File: src/sv/bsfp_pkg.sv
package bsfp_pkg;

    // FIFO geometry. Pointers wrap from FIFO_BYTES-1 back to zero.
    localparam int FIFO_BYTES = 64;
    localparam int PTR_W      = $clog2(FIFO_BYTES);
    localparam int CNT_W      = $clog2(FIFO_BYTES + 1);

    // Fixed field widths of the bus words.
    localparam int DATA_W     = 64;
    localparam int FILL_W     = 7;
    localparam int S_TDATA_W  = 72;
    localparam int M_TDATA_W  = 72;

    // Access kinds.
    localparam logic [1:0] OP_STREAM_WR = 2'd0;
    localparam logic [1:0] OP_STREAM_RD = 2'd1;
    localparam logic [1:0] OP_STATUS_RD = 2'd2;
    localparam logic [1:0] OP_STATUS_WR = 2'd3;

    // Result codes.
    localparam logic [1:0] RES_DONE     = 2'd0;
    localparam logic [1:0] RES_UNDERRUN = 2'd1;
    localparam logic [1:0] RES_OVERRUN  = 2'd2;

    typedef struct packed {
        logic       accept;
        logic       set_outcome;
        logic [1:0] outcome;
        logic       push;
        logic       pop;
        logic       finish;
    } bsfp_cmd_t;

    typedef struct packed {
        logic [1:0] op;
        logic       fits;
        logic       enough;
        logic       last;
        logic       out_free;
    } bsfp_status_t;

    function automatic logic [PTR_W-1:0] ptr_inc(input logic [PTR_W-1:0] p);
        logic [PTR_W-1:0] r;
        if (p == PTR_W'(FIFO_BYTES - 1))
            r = '0;
        else
            r = p + PTR_W'(1);
        return r;
    endfunction

    // Keeps the low access-size bytes and, for a big-endian guest, reverses them
    // within the access size.
    function automatic logic [DATA_W-1:0] guest_order(input logic [DATA_W-1:0] v,
                                                      input logic [1:0]        sc,
                                                      input logic              be);
        logic [DATA_W-1:0] r;
        logic [3:0]        n;
        logic [2:0]        j;
        r = '0;
        n = 4'd1 << sc;
        for (int i = 0; i < 8; i++)
        begin
            j = 3'(n - 4'd1 - 4'(i));
            if (4'(i) < n)
            begin
                if (be)
                    r[{j, 3'b000} +: 8] = v[8*i +: 8];
                else
                    r[8*i +: 8] = v[8*i +: 8];
            end
        end
        return r;
    endfunction

endpackage

File: src/sv/bsfp_ctrl.sv
module bsfp_ctrl
    import bsfp_pkg::*;
(
    input  logic         clk,
    input  logic         rst_n,
    input  logic         in_valid,
    output logic         in_ready,
    input  bsfp_status_t sts,
    output bsfp_cmd_t    cmd
);

    localparam logic [2:0] ST_IDLE = 3'd0;
    localparam logic [2:0] ST_EVAL = 3'd1;
    localparam logic [2:0] ST_PUSH = 3'd2;
    localparam logic [2:0] ST_POP  = 3'd3;
    localparam logic [2:0] ST_DONE = 3'd4;

    logic [2:0] state_reg;
    logic [2:0] state_next;

    always_ff @(posedge clk or negedge rst_n)
    begin
        if (!rst_n)
            state_reg <= ST_IDLE;
        else
            state_reg <= state_next;
    end

    assign in_ready = (state_reg == ST_IDLE);

    always_comb
    begin
        state_next = state_reg;
        cmd        = '0;
        case (state_reg)
            ST_IDLE:
            begin
                if (in_valid)
                begin
                    cmd.accept = 1'b1;
                    state_next = ST_EVAL;
                end
            end
            ST_EVAL:
            begin
                cmd.set_outcome = 1'b1;
                cmd.outcome     = RES_DONE;
                state_next      = ST_DONE;
                case (sts.op)
                    OP_STREAM_WR:
                    begin
                        if (sts.fits)
                            state_next = ST_PUSH;
                        else
                            cmd.outcome = RES_OVERRUN;
                    end
                    OP_STREAM_RD:
                    begin
                        if (sts.enough)
                            state_next = ST_POP;
                        else
                            cmd.outcome = RES_UNDERRUN;
                    end
                    default:
                    begin
                        state_next = ST_DONE;
                    end
                endcase
            end
            ST_PUSH:
            begin
                cmd.push = 1'b1;
                if (sts.last)
                    state_next = ST_DONE;
            end
            ST_POP:
            begin
                cmd.pop = 1'b1;
                if (sts.last)
                    state_next = ST_DONE;
            end
            ST_DONE:
            begin
                if (sts.out_free)
                begin
                    cmd.finish = 1'b1;
                    state_next = ST_IDLE;
                end
            end
            default:
            begin
                state_next = ST_IDLE;
            end
        endcase
    end

endmodule

File: src/sv/bsfp_dp.sv
module bsfp_dp
    import bsfp_pkg::*;
(
    input  logic              clk,
    input  logic              rst_n,
    input  bsfp_cmd_t         cmd,
    output bsfp_status_t      sts,
    input  logic [1:0]        in_op,
    input  logic [1:0]        in_size,
    input  logic [DATA_W-1:0] in_wdata,
    input  logic              cfg_we,
    input  logic              cfg_be,
    output logic              out_valid,
    input  logic              out_ready,
    output logic [DATA_W-1:0] out_rdata,
    output logic [1:0]        out_outcome,
    output logic [FILL_W-1:0] out_fill
);

    logic [7:0]        mem [FIFO_BYTES];

    logic              be_reg;
    logic [1:0]        op_reg;
    logic [1:0]        size_reg;
    logic [DATA_W-1:0] wdata_reg;
    logic [DATA_W-1:0] acc_reg;
    logic [2:0]        idx_reg;
    logic [PTR_W-1:0]  head_reg;
    logic [PTR_W-1:0]  tail_reg;
    logic [CNT_W-1:0]  count_reg;
    logic [1:0]        outcome_reg;
    logic              out_valid_reg;
    logic [DATA_W-1:0] out_rdata_reg;
    logic [1:0]        out_outcome_reg;
    logic [FILL_W-1:0] out_fill_reg;

    logic [3:0]        nbytes;
    logic [DATA_W-1:0] src;

    assign nbytes = 4'd1 << size_reg;

    assign sts.op       = op_reg;
    assign sts.fits     = ((CNT_W+1)'(count_reg) + (CNT_W+1)'(nbytes))
                          <= (CNT_W+1)'(FIFO_BYTES);
    assign sts.enough   = count_reg >= CNT_W'(nbytes);
    assign sts.last     = idx_reg == 3'(nbytes - 4'd1);
    assign sts.out_free = !out_valid_reg || out_ready;

    // Only a stream read takes its value from the assembled bytes; the
    // accumulator is cleared on every new word, so a refused read gives zero.
    always_comb
    begin
        case (op_reg)
            OP_STATUS_RD: src = DATA_W'(count_reg);
            OP_STREAM_RD: src = acc_reg;
            default:      src = '0;
        endcase
    end

    // Byte store, one push or one pop per cycle.
    always_ff @(posedge clk)
    begin
        if (cmd.push)
            mem[tail_reg] <= wdata_reg[{idx_reg, 3'b000} +: 8];
    end

    always_ff @(posedge clk)
    begin
        if (cmd.accept)
            acc_reg <= '0;
        else if (cmd.pop)
            acc_reg[{idx_reg, 3'b000} +: 8] <= mem[head_reg];
    end

    always_ff @(posedge clk)
    begin
        if (cmd.accept)
        begin
            op_reg    <= in_op;
            size_reg  <= in_size;
            wdata_reg <= in_wdata;
        end
        if (cmd.set_outcome)
            outcome_reg <= cmd.outcome;
        if (cmd.finish)
        begin
            out_rdata_reg   <= guest_order(src, size_reg, be_reg);
            out_outcome_reg <= outcome_reg;
            out_fill_reg    <= FILL_W'(count_reg);
        end
    end

    always_ff @(posedge clk or negedge rst_n)
    begin
        if (!rst_n)
        begin
            be_reg        <= 1'b0;
            idx_reg       <= '0;
            head_reg      <= '0;
            tail_reg      <= '0;
            count_reg     <= '0;
            out_valid_reg <= 1'b0;
        end
        else
        begin
            if (cfg_we)
                be_reg <= cfg_be;
            if (cmd.accept)
                idx_reg <= '0;
            else if (cmd.push || cmd.pop)
                idx_reg <= idx_reg + 3'd1;
            if (cmd.push)
            begin
                tail_reg <= ptr_inc(tail_reg);
                if (sts.last)
                    count_reg <= count_reg + CNT_W'(nbytes);
            end
            if (cmd.pop)
            begin
                head_reg <= ptr_inc(head_reg);
                if (sts.last)
                    count_reg <= count_reg - CNT_W'(nbytes);
            end
            if (cmd.finish)
                out_valid_reg <= 1'b1;
            else if (out_ready)
                out_valid_reg <= 1'b0;
        end
    end

    assign out_valid   = out_valid_reg;
    assign out_rdata   = out_rdata_reg;
    assign out_outcome = out_outcome_reg;
    assign out_fill    = out_fill_reg;

endmodule

File: src/sv/byte_stream_fifo_port_unit.sv
// Byte FIFO behind a bus port that takes accesses of 1, 2, 4 or 8 bytes.
// The slave stream carries one access per word: tuser is the access kind
// (stream write, stream read, status read, status write) and tdata holds the
// size code and the write bytes. The master stream returns one result word
// per access: read data in guest byte order, the fill level, and in tuser a
// code that says whether the access was done or refused as an overrun or
// underrun. A refused access leaves the FIFO untouched.
// The byte store has one port, so a stream access moves one byte per cycle.
// A status or refused access passes from acceptance through the evaluate state
// to the done state, which loads the result register; a stream access of n
// bytes steps through a push or pop state for each byte in between. The next
// word is accepted only after the previous result has been registered.
// The big_endian register is written over the cfg channel, which is always
// ready; write it only while no access is in flight.
// Reset empties the FIFO, clears big_endian and drops m_tvalid. When the
// receiver stalls, the result word holds on the master side, and the block
// may still accept and work on one more access, which then waits for the
// output register to free up before its result is loaded.
module byte_stream_fifo_port_unit
    import bsfp_pkg::*;
(
    input  logic                 clk,
    input  logic                 rst_n,
    // Access words.
    input  logic                 s_tvalid,
    output logic                 s_tready,
    input  logic [S_TDATA_W-1:0] s_tdata,   // size_code [1:0], write_data [65:2], zero pad
    input  logic [1:0]           s_tuser,   // opcode [1:0]
    // Result words.
    output logic                 m_tvalid,
    input  logic                 m_tready,
    output logic [M_TDATA_W-1:0] m_tdata,   // read_data [63:0], fill_level [70:64], zero pad
    output logic [1:0]           m_tuser,   // outcome [1:0]
    // Configuration: big_endian.
    input  logic                 cfg_valid,
    output logic                 cfg_ready,
    input  logic                 cfg_data
);

    bsfp_cmd_t         cmd;
    bsfp_status_t      sts;
    logic [DATA_W-1:0] rdata;
    logic [FILL_W-1:0] fill;

    assign cfg_ready = 1'b1;

    // The controller sequences each access: it evaluates room or occupancy,
    // steps through the bytes, and hands the result to the output register.
    bsfp_ctrl u_ctrl
    (
        .clk      (clk),
        .rst_n    (rst_n),
        .in_valid (s_tvalid),
        .in_ready (s_tready),
        .sts      (sts),
        .cmd      (cmd)
    );

    // The datapath holds the byte store, pointers, count and the result word.
    bsfp_dp u_dp
    (
        .clk         (clk),
        .rst_n       (rst_n),
        .cmd         (cmd),
        .sts         (sts),
        .in_op       (s_tuser),
        .in_size     (s_tdata[1:0]),
        .in_wdata    (s_tdata[DATA_W+1:2]),
        .cfg_we      (cfg_valid && cfg_ready),
        .cfg_be      (cfg_data),
        .out_valid   (m_tvalid),
        .out_ready   (m_tready),
        .out_rdata   (rdata),
        .out_outcome (m_tuser),
        .out_fill    (fill)
    );

    assign m_tdata = {(M_TDATA_W - DATA_W - FILL_W)'(0), fill, rdata};

endmodule
File: config.mk
export PLATFORM = sky130hd
export DESIGN_NAME = byte_stream_fifo_port_unit
export DESIGN_NICKNAME = d
export VERILOG_FILES = /design/src/sv/bsfp_pkg.sv /design/src/sv/bsfp_ctrl.sv /design/src/sv/bsfp_dp.sv /design/src/sv/byte_stream_fifo_port_unit.sv
export SDC_FILE = /design/constraint.sdc
export NUM_CORES = 1
export LEC_CHECK = 0
export ABC_AREA = 0
export BUFFER_PORTS_ARGS = -buffer_cell sky130_fd_sc_hd__buf_2
export CAP_MARGIN = 30
export CORE_ASPECT_RATIO = 1.25
export CORE_MARGIN = 10
export CORE_UTILIZATION = 50
export CTS_CLUSTER_DIAMETER = 120
export DETAILED_ROUTE_END_ITERATION = 6
export PLACE_DENSITY = 0.7
export SLEW_MARGIN = 30
export SYNTH_ARGS = -nofsm -noshare
export SYNTH_HDL_FRONTEND = slang
export SYNTH_HIERARCHICAL = 1
export SYNTH_SLANG_ARGS = --single-unit
File: constraint.sdc
create_clock -name clk -period 5.95 [get_ports clk]
set_clock_uncertainty 0.05 [all_clocks]
set_input_delay 0.8925 -clock clk [delete_from_list [all_inputs] [get_ports clk]]
set_output_delay 0.8925 -clock clk [all_outputs]
set_load 0.1 [all_outputs]
==> qor.txt, run 1 <==
Crit. End Element = flip-flop
clk_lat worst skew = 0.63 ns
drt drc = 0
Crit path top cell by count = o221ai_1
crit-path cells = inv_1 -> ha_2 -> inv_2 -> ha_1 -> buf_4 -> nand2b_1 -> nor4_2 -> a21oi_1 -> o221ai_1 -> o221ai_1 -> o211ai_1
critical path required time = 6.37 ns
Synth cell types = 97
H-tree depth = 3
Clk pin slew, worst setup/hold paths = 0.07 ns
met3 Resource Use GR = 5.07%
Yosys reg bits = 746
postcts setup bufs = 0
Max Cap Viol = 0
nets = 2,775
total power = 17.5 mW
Port Buffers = 148
switch share = 37.1%
Total GRT Usage = 28.9%
post_cts resized = 0
Net Switching = 6.50 mW
Row Count = 107
Ports = 157
static leakage = 12.6 nW
mapped cell area = 34,300 µm²
largest cells by area after synthesis = edfxtp_1 (57%), mux4_2 (7.3%), dfxtp_1 (3.7%), nand2_1 (2.6%), mux2i_1 (2.1%)
final hold vios = 0
Antenna Nets Post-Route = 0
Worst-Margin Slew = 1.08 ns
CTS tree = done
internal power = 11.0 mW
DR vias = 24,100
DR iter-0 viols = 2,989
Final Max Slew Viols = 0
hold_buf cts = 0
final instance area = 38,300 µm²
final setup vio count = 0
synth cell count leaders = edfxtp_1 (655), nand2_1 (238), nor2_1 (163)
Tmin final = 4.34 ns
Logic pwr share = 33.5%
Root Buffer Master = clkbuf_16
Area after DPL = 36,000 µm²
cell area power density = 457 nW/µm²
Seq/Total Area, Yosys = 63.0%
full die area = 79,600 µm²
initial core utilization = 50.4%
Syn. warnings = 6
setup total negative slack = 0 ns
hpwl dp = 80,800 µm
initial antenna violation count = 2
Max transition margin = 28.1%
RSZ-0062 raised after global routing = false
Synth top area share = 57.3%
share of layout cells above drive strength 1 = 18.2%
outcome = finished, final reports clean
clk buf depth = 3
Reg with most FFs = u_dp/mem
drt total wl = 116,000 µm
Die Y = 313 µm
CP max stage delay = 0.69 ns
DR pass1 iterations = 6
Num CTS Buffers = 71
Gate Count Post-Synth = 2,556
CORE AREA = 68,100 µm²
max FFs per register = 512
Fmax = 231 MHz
first-pass GRT wire length = 167,000 µm
synth-to-layout area growth = 11.5%
Util after Layout = 56.2%
Min-Delay Path Class = in2async
post-DR vias/cell = 6.72
Clock Sink Count = 746
number of global-route vias before repair = 24,100
cell taking the most area after synthesis = edfxtp_1
routability cong. = 0.976
r2r endpoint = u_dp/out_rdata[44]$_DFFE_PP_
Post-synth EDFFs = 655
crit path DAT = 4.76 ns
final hold slack = 0.292 ns
GRT met1 Usage = 33.8%
worst r2r path cells = 11
crit start category = flip-flop
ys async rst share = 3.62%
Die Width = 254 µm
wire length per cell = 32.4 µm
slowest cell on the critical path = nor4_2
Top Family by Delay on Critical Path = adder cells
reg2reg setup slack = 1.61 ns
maximum vdd drop = 374 µV
gr busiest metal = met2
Mapped Nets = 2,667
grt ovf = 0
WP buf/inv = 3
Seq pwr share = 40.9%
average size of a mapped cell = 13.4 µm²
Main synth FF type = edfxtp_1
RR Startpoint = u_dp/size_reg[0]$_DFFE_PP_
top-count cell post-synth = edfxtp_1
Tcrit/Tclk final = 72.9%
largest net degree at the start of global routing = 81
crit path max fanout = 28
Clk pwr share = 25.7%
Crit Path Class = reg2reg
met2 usage in global routing = 48.1%
## cell usage in the layout (no fill, tap or decap), types with 64 or more instances in the layout
cell,n
mux2i_1,72
a22o_1,74
buf_2,148
nand2_1,230
dfxtp_1,64
nor2_1,162
clkbuf_16,71
mux4_2,112
edfxtp_1,655
nor3_1,69
o22ai_1,78
a21oi_1,137
nand3_1,93
o21ai_0,86
## routing by layer
| layer | share of wire, % | vias up |
|---|---|---|
| li1 | - | 10300 |
| met1 | 35 | 12100 |
| met2 | 49 | 1348 |
| met3 | 7.6 | 400 |
| met4 | 7.8 | 0 |
| met5 | 0 | - |
## how the worst max path moves through the flow
stage	startpoint	endpoint	slack, ns	cells after the start
6_report	u_dp/size_reg[0]$_DFFE_PP_	u_dp/out_rdata[44]$_DFFE_PP_	1.61	11
5_1_grt	u_dp/size_reg[0]$_DFFE_PP_	u_dp/out_rdata[41]$_DFFE_PP_	1.42	11
4_1_cts	u_dp/size_reg[0]$_DFFE_PP_	u_dp/out_rdata[41]$_DFFE_PP_	1.73	11
3_5_place_dp	u_dp/size_reg[0]$_DFFE_PP_	u_dp/out_rdata[41]$_DFFE_PP_	1.73	11
3_3_place_gp	u_dp/size_reg[0]$_DFFE_PP_	u_dp/out_rdata[44]$_DFFE_PP_	1.75	11
2_1_floorplan	u_ctrl/state_reg[1]$_DFFE_PN0P_	u_dp/acc_reg[24]$_SDFFE_PP0P_	0.50	7
## cell families after synthesis
family          Yosys count  synth area share, %
mux                     194                 9.77
flops                   746                 63.0
xor+xnor                 18                0.459
buf+inv                 204                 2.64
other cells               2               0.0219
simple gates            741                 10.4
compound gates          620                 12.6
fa+ha+maj                31                 1.17
## final cells by class
type	count	area, µm²
sequential	746	21600
tap	872	1090
inverter	35	131
antenna	2	5.00
clock buffer	90	1870
fill	5378	29800
timing repair buffer	204	1210
multi-input combinational	1606	11900
clock inverter	36	419
## per-stage QoR
stage	setup slack, ns	cells
global placement	1.75	3461
floorplan	0.504	2556
finish	1.61	3591
CTS	1.73	3588
global route	1.42	3591
detailed placement	1.73	3462
## power by group through the flow
stage	logic, mW	registers (mW)	clock network (mW)
3_3_place_gp	5.61	7.25	0
3_5_place_dp	5.76	7.28	0
2_1_floorplan	3.49	7.58	0
6_report	5.86	7.16	4.50
4_1_cts	5.78	7.17	4.57
5_1_grt	6.15	7.21	4.78
Note: power is estimated with default switching activity, not from simulation.
==> run 2, diff against run 1 <==
--- a/config.mk
+++ b/config.mk
@@ -5,7 +5,7 @@
 export SDC_FILE = /design/constraint.sdc
 export NUM_CORES = 1
 export LEC_CHECK = 0
-export ABC_AREA = 0
+export ABC_AREA = 1
 export BUFFER_PORTS_ARGS = -buffer_cell sky130_fd_sc_hd__buf_2
 export CAP_MARGIN = 30
 export CORE_ASPECT_RATIO = 1.25
@@ -13,7 +13,7 @@
 export CORE_UTILIZATION = 50
 export CTS_CLUSTER_DIAMETER = 120
 export DETAILED_ROUTE_END_ITERATION = 6
-export PLACE_DENSITY = 0.7
+export PLACE_DENSITY = 0.69
 export SLEW_MARGIN = 30
 export SYNTH_ARGS = -nofsm -noshare
 export SYNTH_HDL_FRONTEND = slang
==> constraint.sdc (replaced) <==
create_clock -name clk -period 3.6 [get_ports clk]
set_clock_uncertainty 0.05 [all_clocks]
set_input_delay 0.54 -clock clk [delete_from_list [all_inputs] [get_ports clk]]
set_output_delay 0.54 -clock clk [all_outputs]
set_load 0.1 [all_outputs]
==> run 2 against run 1 <==
Non-clock buffer count rose by 189; routed wire length rose by 12%; clock power rose by 73%.
==> qor.txt, run 2 <==
Max Cap Viol = 0 (unchanged)
worst r2r path cells = 12 (+1)
Hold Path End = u_dp/wdata_reg[26]$_DFFE_PP_
clk_lat worst skew = 0.64 ns (about the same)
filler instances = 6,272 (+17%)
hpwl dp = 92,800 µm (+15%)
largest net degree at the start of global routing = 69 (-15%)
Antenna diodes = 0 (-2)
total power = 32.8 mW (+87%)
multi-input logic area = 12,900 µm² (+8.5%)
Worst Hold Depth = 1
H-tree depth = 3 (unchanged)
top-count cell post-synth = nand2_1
Total GRT Usage = 30.2% (+1.3 points)
ys async rst share = 3.62% (unchanged)
Fmax = 290 MHz (+26%)
grt ovf = 0 (unchanged)
Tcrit/Tclk final = 95.9% (+23 points)
Min-Delay Path Class = in2reg
drt total wl = 130,000 µm (+12%)
Crit. End Element = flip-flop
final setup vio count = 0 (unchanged)
initial core utilization = 50.3% (-0.062 points)
post-DR vias/cell = 5.89 (-12%)
synth cell count leaders = nand2_1 (967), edfxtp_1 (655), nor2_1 (500)
DR iter-0 viols = 2,875 (-3.8%)
Main synth FF type = edfxtp_1
number of global-route vias before repair = 29,100 (+21%)
mapped cell area = 36,200 µm² (+5.5%)
cell taking the most area after synthesis = edfxtp_1
Seq/Total Area, Yosys = 59.7% (-3.3 points)
nets = 4,291 (+55%)
commonest non-fill, non-tap cell in the layout = nand2_1
Synth cell types = 56 (-42%)
Antenna Nets Post-Route = 0 (unchanged)
Die Y = 321 µm (+2.5%)
static leakage = 15.9 nW (+26%)
CORE AREA = 72,000 µm² (+5.6%)
average size of a mapped cell = 9.24 µm² (-31%)
Clk pin slew, worst setup/hold paths = 0.07 ns (about the same)
Mapped Nets = 4,032 (+51%)
final hold vios = 0 (unchanged)
RR Startpoint = u_dp/size_reg[0]$_DFFE_PP_
Syn. warnings = 6 (unchanged)
crit start category = flip-flop
Final Max Slew Viols = 0 (unchanged)
crit path max fanout = 8 (-71%)
hold path start = s_tdata[28]
Crit Path Class = reg2reg
Clock Sink Count = 746 (unchanged)
max FFs per register = 512 (unchanged)
commonest non-fill, non-tap cells in the layout = nand2_1 (966), edfxtp_1 (655), nor2_1 (498), o21ai_0 (355), a21oi_1 (341)
Post-synth EDFFs = 655 (unchanged)
DR pass1 iterations = 5 (-1)
postcts setup bufs = 0 (unchanged)
DR vias = 30,500 (+27%)
drt drc = 0 (unchanged)
Ports = 157 (unchanged)
Row Count = 110 (+2.8%)
Synth top area share = 54.3% (-3.0 points)
critical path required time = 4.04 ns (-2.33 ns)
share of layout cells above drive strength 1 = 13.1% (-5.1 points)
Reg with most FFs = u_dp/mem
cell area power density = 783 nW/µm² (+71%)
first-pass GRT wire length = 187,000 µm (+12%)
routability cong. = 1.05 (+7.8%)
full die area = 83,700 µm² (+5.1%)
Die Width = 261 µm (+2.5%)
wire length per cell = 25.0 µm (-23%)
Root Buffer Master = clkbuf_16
clk buf depth = 3 (unchanged)
Util after Layout = 58.2% (+2.0 points)
synth-to-layout area growth = 15.6%
initial antenna violation count = 2 (unchanged)
largest cells by area after synthesis = edfxtp_1 (54%), nand2_1 (10%), nor2_1 (5.2%), o21ai_0 (4.9%), a21oi_1 (4.7%)
reg2reg setup slack = 0.15 ns (-1.46 ns)
Port Buffers = 148 (unchanged)
Gate Count Post-Synth = 3,921 (+53%)
Tmin final = 3.45 ns (-0.885 ns)
storage element area = 21,600 µm² (about the same)
Num CTS Buffers = 73 (+2.8%)
Max transition margin = 32.3% (+4.2 points)
Yosys reg bits = 746 (unchanged)
crit path DAT = 3.90 ns (-0.86 ns)
Worst-Margin Slew = 1.01 ns (-0.0669 ns)
maximum vdd drop = 743 µV (+99%)
r2r endpoint = u_dp/out_rdata[24]$_DFFE_PP_
outcome = finished, final reports clean
CTS tree = done
run 2: changes by cell type in the layout (fill, tap and decap cells not counted), moves of 112 or more:
cell,change
nor2_1,+336
mux4_2,-112
a21oi_1,+204
nand2_1,+736
o21ai_0,+269
buf_4,+158
inv_1,+159
run 2: where the power goes:
part           total [mW]  switching, mW  internal [mW]
combinational        12.7           9.71           2.97
sequential           12.3          0.438           11.9
clock                7.77           3.24           4.52
total                32.8           13.4           19.4
run 2: cell families after synthesis:
group                    after synthesis  synth area share [%]
adder cells (fa/ha/maj)               31                  1.11
other                                  2                0.0207
AND/OR/NAND/NOR                     1805                  20.5
AO/OA/AOI/OAI                        899                  13.4
buffers and inverters                426                  5.06
flip-flops                           746                  59.7
XOR/XNOR                              12                 0.290
run 2: what timing repair did:
item | CTS | global route
hold buffers | 19 | 0
endpoints found under the setup margin | 0 | 6
hold endpoints to repair | 45 | 0
resized for setup | 0 | 5
run 2: critical path: stages (launching register included):
cell and delay (ns):
edfxtp_1 0.44, inv_1 0.15, ha_4 0.22, buf_4 0.18, buf_4 0.16, nor2_1 0.45, inv_1 0.37, nor2_1 0.26
a21oi_1 0.14, o221ai_1 0.38, o21ai_0 0.26, buf_4 0.19, inv_1 0.05
run 2: worst max path at each step:
stage	cells past startpoint	start	slack, ns	endpoint
after floorplan	3	u_dp/out_valid$_DFFE_PN0P_	0.17	u_dp/out_fill[0]$_DFFE_PP_
after global placement	16	u_dp/size_reg[0]$_DFFE_PP_	0.27	u_dp/out_rdata[24]$_DFFE_PP_
after detailed placement	16	u_dp/size_reg[0]$_DFFE_PP_	0.22	u_dp/out_rdata[24]$_DFFE_PP_
after CTS	12	u_dp/size_reg[0]$_DFFE_PP_	0.18	u_dp/out_rdata[24]$_DFFE_PP_
after global routing	16	u_dp/size_reg[1]$_DFFE_PP_	-0.003	u_dp/out_rdata[24]$_DFFE_PP_
final	12	u_dp/size_reg[0]$_DFFE_PP_	0.15	u_dp/out_rdata[24]$_DFFE_PP_
run 2: routing by layer:
metal  vias up  GRT usage [%]  part of all wire (%)
met4         2           20.9                   7.4
met2      1409           52.8                    51
li1      14100              -                     -
met3       402           4.47                   6.4
met5         -              0                0.0069
met1     14600           33.4                    35
run 2: area by class of cell:
type                            instances  share of cell area, %
Sequential cell                       746                   51.7
Clock inverter                         34                  0.867
Multi-Input combinational cell       2749                   30.9
Inverter                              217                   1.96
Timing Repair Buffer                  393                   6.76
Tap cell                              952                   2.84
Clock buffer                           99                   4.98
run 2: through the flow:
stage               setup TNS (ns)  cell area [µm²]  std cells  hold WS, ns  setup WS (ns)
global route              -0.00332            41900       5190       0.0139       -0.00332
CTS                              0            41800       5190     0.000534          0.178
detailed placement               0            39200       5038        0.369          0.224
floorplan                        0            36300       3921        0.194          0.172
finish                           0            41900       5190       0.0379          0.147
global placement                 0            39200       5038        0.354          0.266
